$ cat src/rtl/mecl_ram.sv
`default_nettype none
// ---------------------------------------------------------------------------
// mecl_ram
// Generic single-write, single-read RAM with registered read data.
// ---------------------------------------------------------------------------
module mecl_ram #(
    parameter int WIDTH = 8,
    parameter int DEPTH = 16
) (
    input  wire logic                     clk,
    input  wire logic                     we,
    input  wire logic [$clog2(DEPTH)-1:0] waddr,
    input  wire logic [WIDTH-1:0]         wdata,
    input  wire logic [$clog2(DEPTH)-1:0] raddr,
    output logic [WIDTH-1:0]              rdata
);

    logic [WIDTH-1:0] mem [DEPTH];

    always_ff @(posedge clk)
    begin
        if (we)
        begin
            mem[waddr] <= wdata;
        end
        rdata <= mem[raddr];
    end

endmodule
`default_nettype wire

$ cat config.mk
export PLATFORM = sky130hd
export DESIGN_NAME = mecl_ram
export DESIGN_NICKNAME = d
export VERILOG_FILES = /design/src/rtl/mecl_ram.sv
export SDC_FILE = /design/constraint.sdc
export NUM_CORES = 1
export LEC_CHECK = 0
export BUFFER_PORTS_ARGS = -buffer_cell sky130_fd_sc_hd__buf_2
export CORE_MARGIN = 5
export CORE_UTILIZATION = 42
export CTS_CLUSTER_SIZE = 40
export DETAILED_ROUTE_END_ITERATION = 6
export PLACE_DENSITY = 0.63
export SLEW_MARGIN = 5
export SYNTH_ARGS = -nofsm -noshare
export SYNTH_HDL_FRONTEND = slang
export SYNTH_SLANG_ARGS = --single-unit
$ cat constraint.sdc
create_clock -name clk -period 3.7 [get_ports clk]
set_clock_uncertainty 0.05 [all_clocks]
set_input_delay 0.555 -clock clk [delete_from_list [all_inputs] [get_ports clk]]
set_output_delay 0.555 -clock clk [all_outputs]
set_load 0.05 [all_outputs]
==> results of run 1 <==
## sequential cells by signal, indices dropped and copies added (netlist names)
| register | count |
|---|---|
| mem | 128 |
| rdata | 8 |
## area by class of cell
class                           count  share of cell area [%]
Sequential cell                   136                    66.4
Multi-Input combinational cell     83                    17.5
Clock buffer                       27                    9.23
Tap cell                          147                    3.05
Timing Repair Buffer               30                    2.90
Clock inverter                      5                   0.913
## stage by stage
step / std cells / hold WS [ps] / util (%) / setup WS (ps) / area (um^2)
after global routing: 428 / 488 / 50.2 / 1590 / 6030
after CTS: 428 / 475 / 50.2 / 1690 / 6030
after detailed placement: 396 / 618 / 45.1 / 1260 / 5420
after global placement: 396 / 605 / 45.1 / 1250 / 5420
after floorplan: 229 / 579 / - / 1600 / 5150
final: 428 / 491 / 50.2 / 1710 / 6030
## routing by layer
metal / global-route usage [%] / vias up / wire (um) / share of wire [%]
met5: 0 / - / 0 / 0
met4: 5.31 / 0 / 143 / 1.4
met3: 5.10 / 14 / 658 / 6.5
met2: 22.9 / 67 / 4740 / 47
met1: 21.8 / 1239 / 4640 / 46
li1: - / 1051 / - / -
## power by group through the flow
stage	sequential, mW	clock [mW]	combinational, mW
after floorplan	1.80	0	0.0874
after global placement	1.76	0	0.194
after detailed placement	1.76	0	0.196
after CTS	1.73	1.71	0.196
after global routing	1.74	1.79	0.210
final	1.73	1.68	0.194
## layout by cell type (no fill, tap or decap), types with 2 or more instances in the layout
master | synthesis | final
buf_4 | 1 | 4
buf_2 | 3 | 25
nand3b_1 | 2 | 2
nor3_1 | 4 | 4
clkinv_2 | 0 | 2
clkinvlp_4 | 0 | 2
a22oi_1 | 16 | 16
nand2_1 | 9 | 9
mux4_2 | 18 | 18
mux4_1 | 14 | 14
clkbuf_8 | 0 | 3
edfxtp_1 | 128 | 128
nand2b_1 | 2 | 2
dfxtp_1 | 8 | 8
nor2_1 | 13 | 13
clkbuf_16 | 0 | 20
clkbuf_1 | 0 | 4
## worst max-delay path, stage by stage
cell	delay [ps]
buf_2	430
buf_12	260
mux4_1	590
a22oi_1	240
nand2_1	120
## logic make-up (layout without fill, tap and decap cells)
family	count (synthesis)	in the layout	share of synthesized area, %
muxes	32	32	15.0
and+or+nand+nor	35	35	3.18
AOI/OAI and AO/OA	16	16	2.33
buffers and inverters	10	62	1.68
DFF	136	136	77.8
## path summary, 6_finish.rpt
check | endpoint | slack (ps) | depth (start not counted)
worst max register to register | rdata[6] | 2270 | 3
worst min register to register | rdata[1] | 630 | 3
worst max-delay path | rdata[2] | 1710 | 5
worst min-delay path | mem[1][2] | 490 | 1
==> results.json, run 1 <==
{
  "outcome": "completed",
  "drt-total-wl_um": 10200,
  "dp_hpwl_um": 6320,
  "clk_pin_slew_worst_paths_ps": 50,
  "grt_use_total_pct": 15.5,
  "synth_most_common_cell": "edfxtp_1",
  "powerDensity_nw_per_um2": 598,
  "required_ps": 3930,
  "p_sw_share_pct": 20.1,
  "synth-async-reset-ratio_pct": 0,
  "ctsLongestPathBuffers": 2,
  "ys_seq_area_share_pct": 77.8,
  "diodes": 0,
  "min_from": "wdata[2]",
  "synthTopCellsByCount": "128 x edfxtp_1, 18 x mux4_2, 16 x a22oi_1",
  "wl_per_cell_um": 23.8,
  "path_max_fanout": 18,
  "drive_above_1_share_pct": 27.4,
  "tightest_slew_ps": 942,
  "grt_max_degree": 33,
  "p_sw_mw": 0.724,
  "grt_pass1_wl_um": 15900,
  "hold_path.class": "in -> reg",
  "ys.flop_type": "edfxtp_1",
  "antenna_found_initial": 0,
  "yosys.area.top_type_share_pct": 74.7,
  "cellLeakagePower_nw": 2.02,
  "cp-startpoint": "raddr[0]",
  "clkPwrFrac_pct": 46.6,
  "io_pins": 26,
  "p_seq_share_pct": 48.0,
  "start_kind": "input port",
  "arrival_ps": 2220,
  "detail-route-antenna-nets": 0,
  "yosys-top-cells-area": "edfxtp_1 75%, mux4_2 7.9%, mux4_1 7.1%, dfxtp_1 3.1%, a22oi_1 2.3%",
  "cts_made_buffers": 17,
  "synth_cell_type_count": 19,
  "slew_headroom_pct": 37.0,
  "crit-reg2reg-launch": "mem[12][6]",
  "finalNetCount": 286,
  "start_util_pct": 42.9,
  "synth_seq_cells": 136,
  "rows": 40,
  "peakVddDrop_mv": 0.329,
  "p_int_mw": 2.89,
  "finalHoldViolCount": 0,
  "max_cap_viol_count": 0,
  "max_clock_freq_mhz": 502,
  "crit_path_end_kind": "flip-flop",
  "grt_pass1_vias": 2562,
  "cts_resized": 0,
  "areaGrowthSynthToFinish_pct": 17.2,
  "route.detailed.drc": 0,
  "die_area_um2": 14600,
  "rsz0062_at_grt": "no",
  "cts_root_buffer": "clkbuf_16",
  "post-cts-setup-buffer-count": 0,
  "fill_cells": 962,
  "drv_slew": 0,
  "pwr-share-comb_pct": 5.4,
  "worstSkewPairLatency_ps": 410,
  "grt_overflow_total": 0,
  "synth_edf_count": 128,
  "cts_tree": "yes",
  "synth_area_um2": 5150,
  "die_x_um": 121,
  "multi_input_area_um2": 1060,
  "vias": 2371,
  "ctsHoldBuffers": 0,
  "yosysWarnings": 0,
  "die_h_um": 121,
  "fin_setup_tns_ps": 0,
  "first_pass_iters": 4,
  "numPortBuffers": 25,
  "fin_crit_ps": 1990,
  "p_total_mw": 3.61,
  "synth_nets": 247,
  "setup_viol": 0,
  "seq_area_um2": 4000,
  "postSynthCellCount": 229,
  "avgSynthCellArea_um2": 22.5,
  "vias_per_cell": 5.54,
  "core_region_area_um2": 12000,
  "place_congestion": 0.707,
  "clock-sinks": 136,
  "synth_top_cell_by_area": "edfxtp_1",
  "drt_iter0_drc": 144,
  "h-tree-depth": 4,
  "period_share_pct": 53.8,
  "worstSetupPathType": "in -> reg"
}
Power figures use the tool's default switching activity.
==> run 2: changes to the inputs <==
--- a/config.mk
+++ b/config.mk
@@ -5,12 +5,13 @@
 export SDC_FILE = /design/constraint.sdc
 export NUM_CORES = 1
 export LEC_CHECK = 0
+export ABC_AREA = 1
 export BUFFER_PORTS_ARGS = -buffer_cell sky130_fd_sc_hd__buf_2
 export CORE_MARGIN = 5
 export CORE_UTILIZATION = 42
 export CTS_CLUSTER_SIZE = 40
 export DETAILED_ROUTE_END_ITERATION = 6
-export PLACE_DENSITY = 0.63
+export PLACE_DENSITY = 0.65
 export SLEW_MARGIN = 5
 export SYNTH_ARGS = -nofsm -noshare
 export SYNTH_HDL_FRONTEND = slang
==> constraint.sdc (replaced) <==
create_clock -name clk -period 1.8 [get_ports clk]
set_clock_uncertainty 0.05 [all_clocks]
set_input_delay 0.27 -clock clk [delete_from_list [all_inputs] [get_ports clk]]
set_output_delay 0.27 -clock clk [all_outputs]
set_load 0.05 [all_outputs]
==> results.json, run 2 <==
{
  "path_max_fanout": 1,
  "crit_family": "flip-flops",
  "fin_crit_ps": 1410,
  "synth_area_um2": 5770,
  "vias_per_cell": 4.90,
  "place_congestion": 0.872,
  "fin_setup_tns_ps": 0,
  "synth_cell_type_count": 12,
  "top_register": "mem",
  "synth_top_cell_by_area": "edfxtp_1",
  "drt_iter0_drc": 419,
  "vias": 3839,
  "grt_use_total_pct": 16.9,
  "synth_edf_count": 128,
  "crit_buf_inv": 1,
  "h-tree-depth": 4,
  "largest_reg_flops": 128,
  "final_common_cell": "nand2_1",
  "die_h_um": 127,
  "setup_slack_ps": 392,
  "setup_viol": 0,
  "ctsHoldBuffers": 0,
  "ys.flop_type": "edfxtp_1",
  "io_pins": 26,
  "dp_hpwl_um": 8190,
  "postLayoutCoreUtil_pct": 50.3,
  "detail-route-antenna-nets": 0,
  "cp_cell_sequence": "buf_2",
  "cellLeakagePower_nw": 2.92,
  "r2r-end": "rdata[5]",
  "pre_cts_slack_ps": 362,
  "route.detailed.drc": 0,
  "powerDensity_nw_per_um2": 1080,
  "yosys-top-cells-area": "edfxtp_1 67%, nand2_1 11%, nand3_1 8.4%, inv_1 6.5%, dfxtp_1 2.8%",
  "die_area_um2": 16200,
  "first_pass_iters": 5,
  "cts_made_buffers": 17,
  "wl_per_cell_um": 16.7,
  "finalHoldViolCount": 0,
  "cts_tree": "yes",
  "drv_slew": 0,
  "post-cts-setup-buffer-count": 0,
  "ctsLongestPathBuffers": 2,
  "max_cap_viol_count": 0,
  "synth_nets": 569,
  "diodes": 0,
  "numPortBuffers": 25,
  "synth_most_common_cell": "nand2_1",
  "tightest_slew_ps": 519,
  "worstSetupPathType": "reg -> out",
  "worst_path_max_delay_cell": "dfxtp_1",
  "start_util_pct": 43.2,
  "grt_pass1_vias": 3828,
  "synthTopCellsByCount": "173 x nand2_1, 128 x edfxtp_1, 100 x inv_1",
  "rsz0062_at_grt": "no",
  "areaGrowthSynthToFinish_pct": 16.5,
  "peakVddDrop_mv": 0.535,
  "grt_overflow_total": 0,
  "holdPathStages": 3,
  "die_x_um": 127,
  "avgSynthCellArea_um2": 10.5,
  "clock-sinks": 136,
  "rows": 42,
  "drt-total-wl_um": 13000,
  "ys_seq_area_share_pct": 69.4,
  "clk_pin_slew_worst_paths_ps": 50,
  "hold_path.class": "in -> reg",
  "reg_top3": "mem (128), rdata (8)",
  "drive_above_1_share_pct": 12.4,
  "period_share_pct": 78.2,
  "min_to": "rdata[6]",
  "grt_pass1_wl_um": 20700,
  "antenna_found_initial": 0,
  "yosys.area.top_type_share_pct": 66.7,
  "arrival_ps": 1090,
  "rr_worst_depth": 6,
  "cts_resized": 0,
  "start_kind": "flip-flop",
  "rrSetupSlack_ps": 700,
  "worstSkewPairLatency_ps": 420,
  "crit-reg2reg-launch": "mem[11][5]",
  "finalInstanceArea_um2": 6720,
  "postSynthCellCount": 551,
  "cts_root_buffer": "clkbuf_16",
  "outcome": "completed",
  "yosysWarnings": 0,
  "synth-async-reset-ratio_pct": 0,
  "layout_common_cells": "173 x nand2_1, 128 x edfxtp_1, 100 x inv_1",
  "synth_seq_cells": 136,
  "core_region_area_um2": 13300,
  "required_ps": 1480,
  "min_from": "raddr[3]",
  "slew_headroom_pct": 65.4,
  "placed_area_um2": 6180,
  "max_stage_delay_ps": 380,
  "finalNetCount": 613,
  "grt_max_degree": 65,
  "crit_path_end_kind": "primary output",
  "max_clock_freq_mhz": 710
}
-- run 2: changes by cell type in the layout (fill, tap and decap cells not counted), moves of 3 or more --
| cell | change |
|---|---|
| a22oi_1 | -16 |
| nor3_1 | -4 |
| buf_12 | +3 |
| nand2_1 | +164 |
| nand3_1 | +96 |
| clkbuf_16 | -3 |
| nor2_1 | +4 |
| mux4_2 | -18 |
| clkinv_1 | +5 |
| inv_1 | +100 |
| clkbuf_8 | -3 |
| mux4_1 | -14 |
| buf_4 | +16 |
-- run 2: worst max path at each step --
stage	start	cells after the start	end	slack, ps
5_1_grt	rdata[0]	1	rdata[0]	360
4_1_cts	rdata[0]	1	rdata[0]	360
3_3_place_gp	raddr[0]	8	rdata[5]	390
3_5_place_dp	raddr[0]	8	rdata[5]	360
2_1_floorplan	waddr[2]	2	mem[10][0]	530
6_report	rdata[0]	1	rdata[0]	390
-- run 2: cell type report --
cell class,instances,area (um^2)
clock buffers,19,433
clock inverters,12,110
fillers,1207,6630
inverters,102,383
multi-input cells,289,1210
flip-flops and latches,136,4000
well taps,176,220
repair buffers,49,355
-- run 2: logic make-up (layout without fill, tap and decap cells) --
logic type / after synthesis / in the layout / synth area share [%]
buffers and inverters: 126 / 182 / 9.52
AND/OR/NAND/NOR: 289 / 289 / 21.0
flip-flops: 136 / 136 / 69.4
-- run 2: per-layer routing --
layer  GRT usage (%)  part of all wire, %  vias up
met3            4.09                  5.6       22
met5               0                    0        -
met4            7.76                  2.9        0
met1            22.1                   44     1812
li1                -                    -     1860
met2            26.7                   47      145
-- run 2: metrics by stage --
step                cells  hold slack (ps)  power, mW
floorplan             551              319       3.95
global placement      752              593       4.13
detailed placement    752              587       4.14
CTS                   783              155       7.32
global route          783              171       7.53
finish                783              167       7.29
-- run 2: tightest hold or removal path, stage by stage --
cell     delay (ps)
buf_2           160
nand3_1         100
nand2_1          50
-- run 2: power breakdown --
part           leakage (nW)  total [mW]  switching (mW)  internal (mW)
logic                  1.43       0.511           0.372          0.140
clock network         0.264        3.21            1.22           1.99
registers              1.22        3.56          0.0228           3.54
total                  2.92        7.29            1.61           5.68
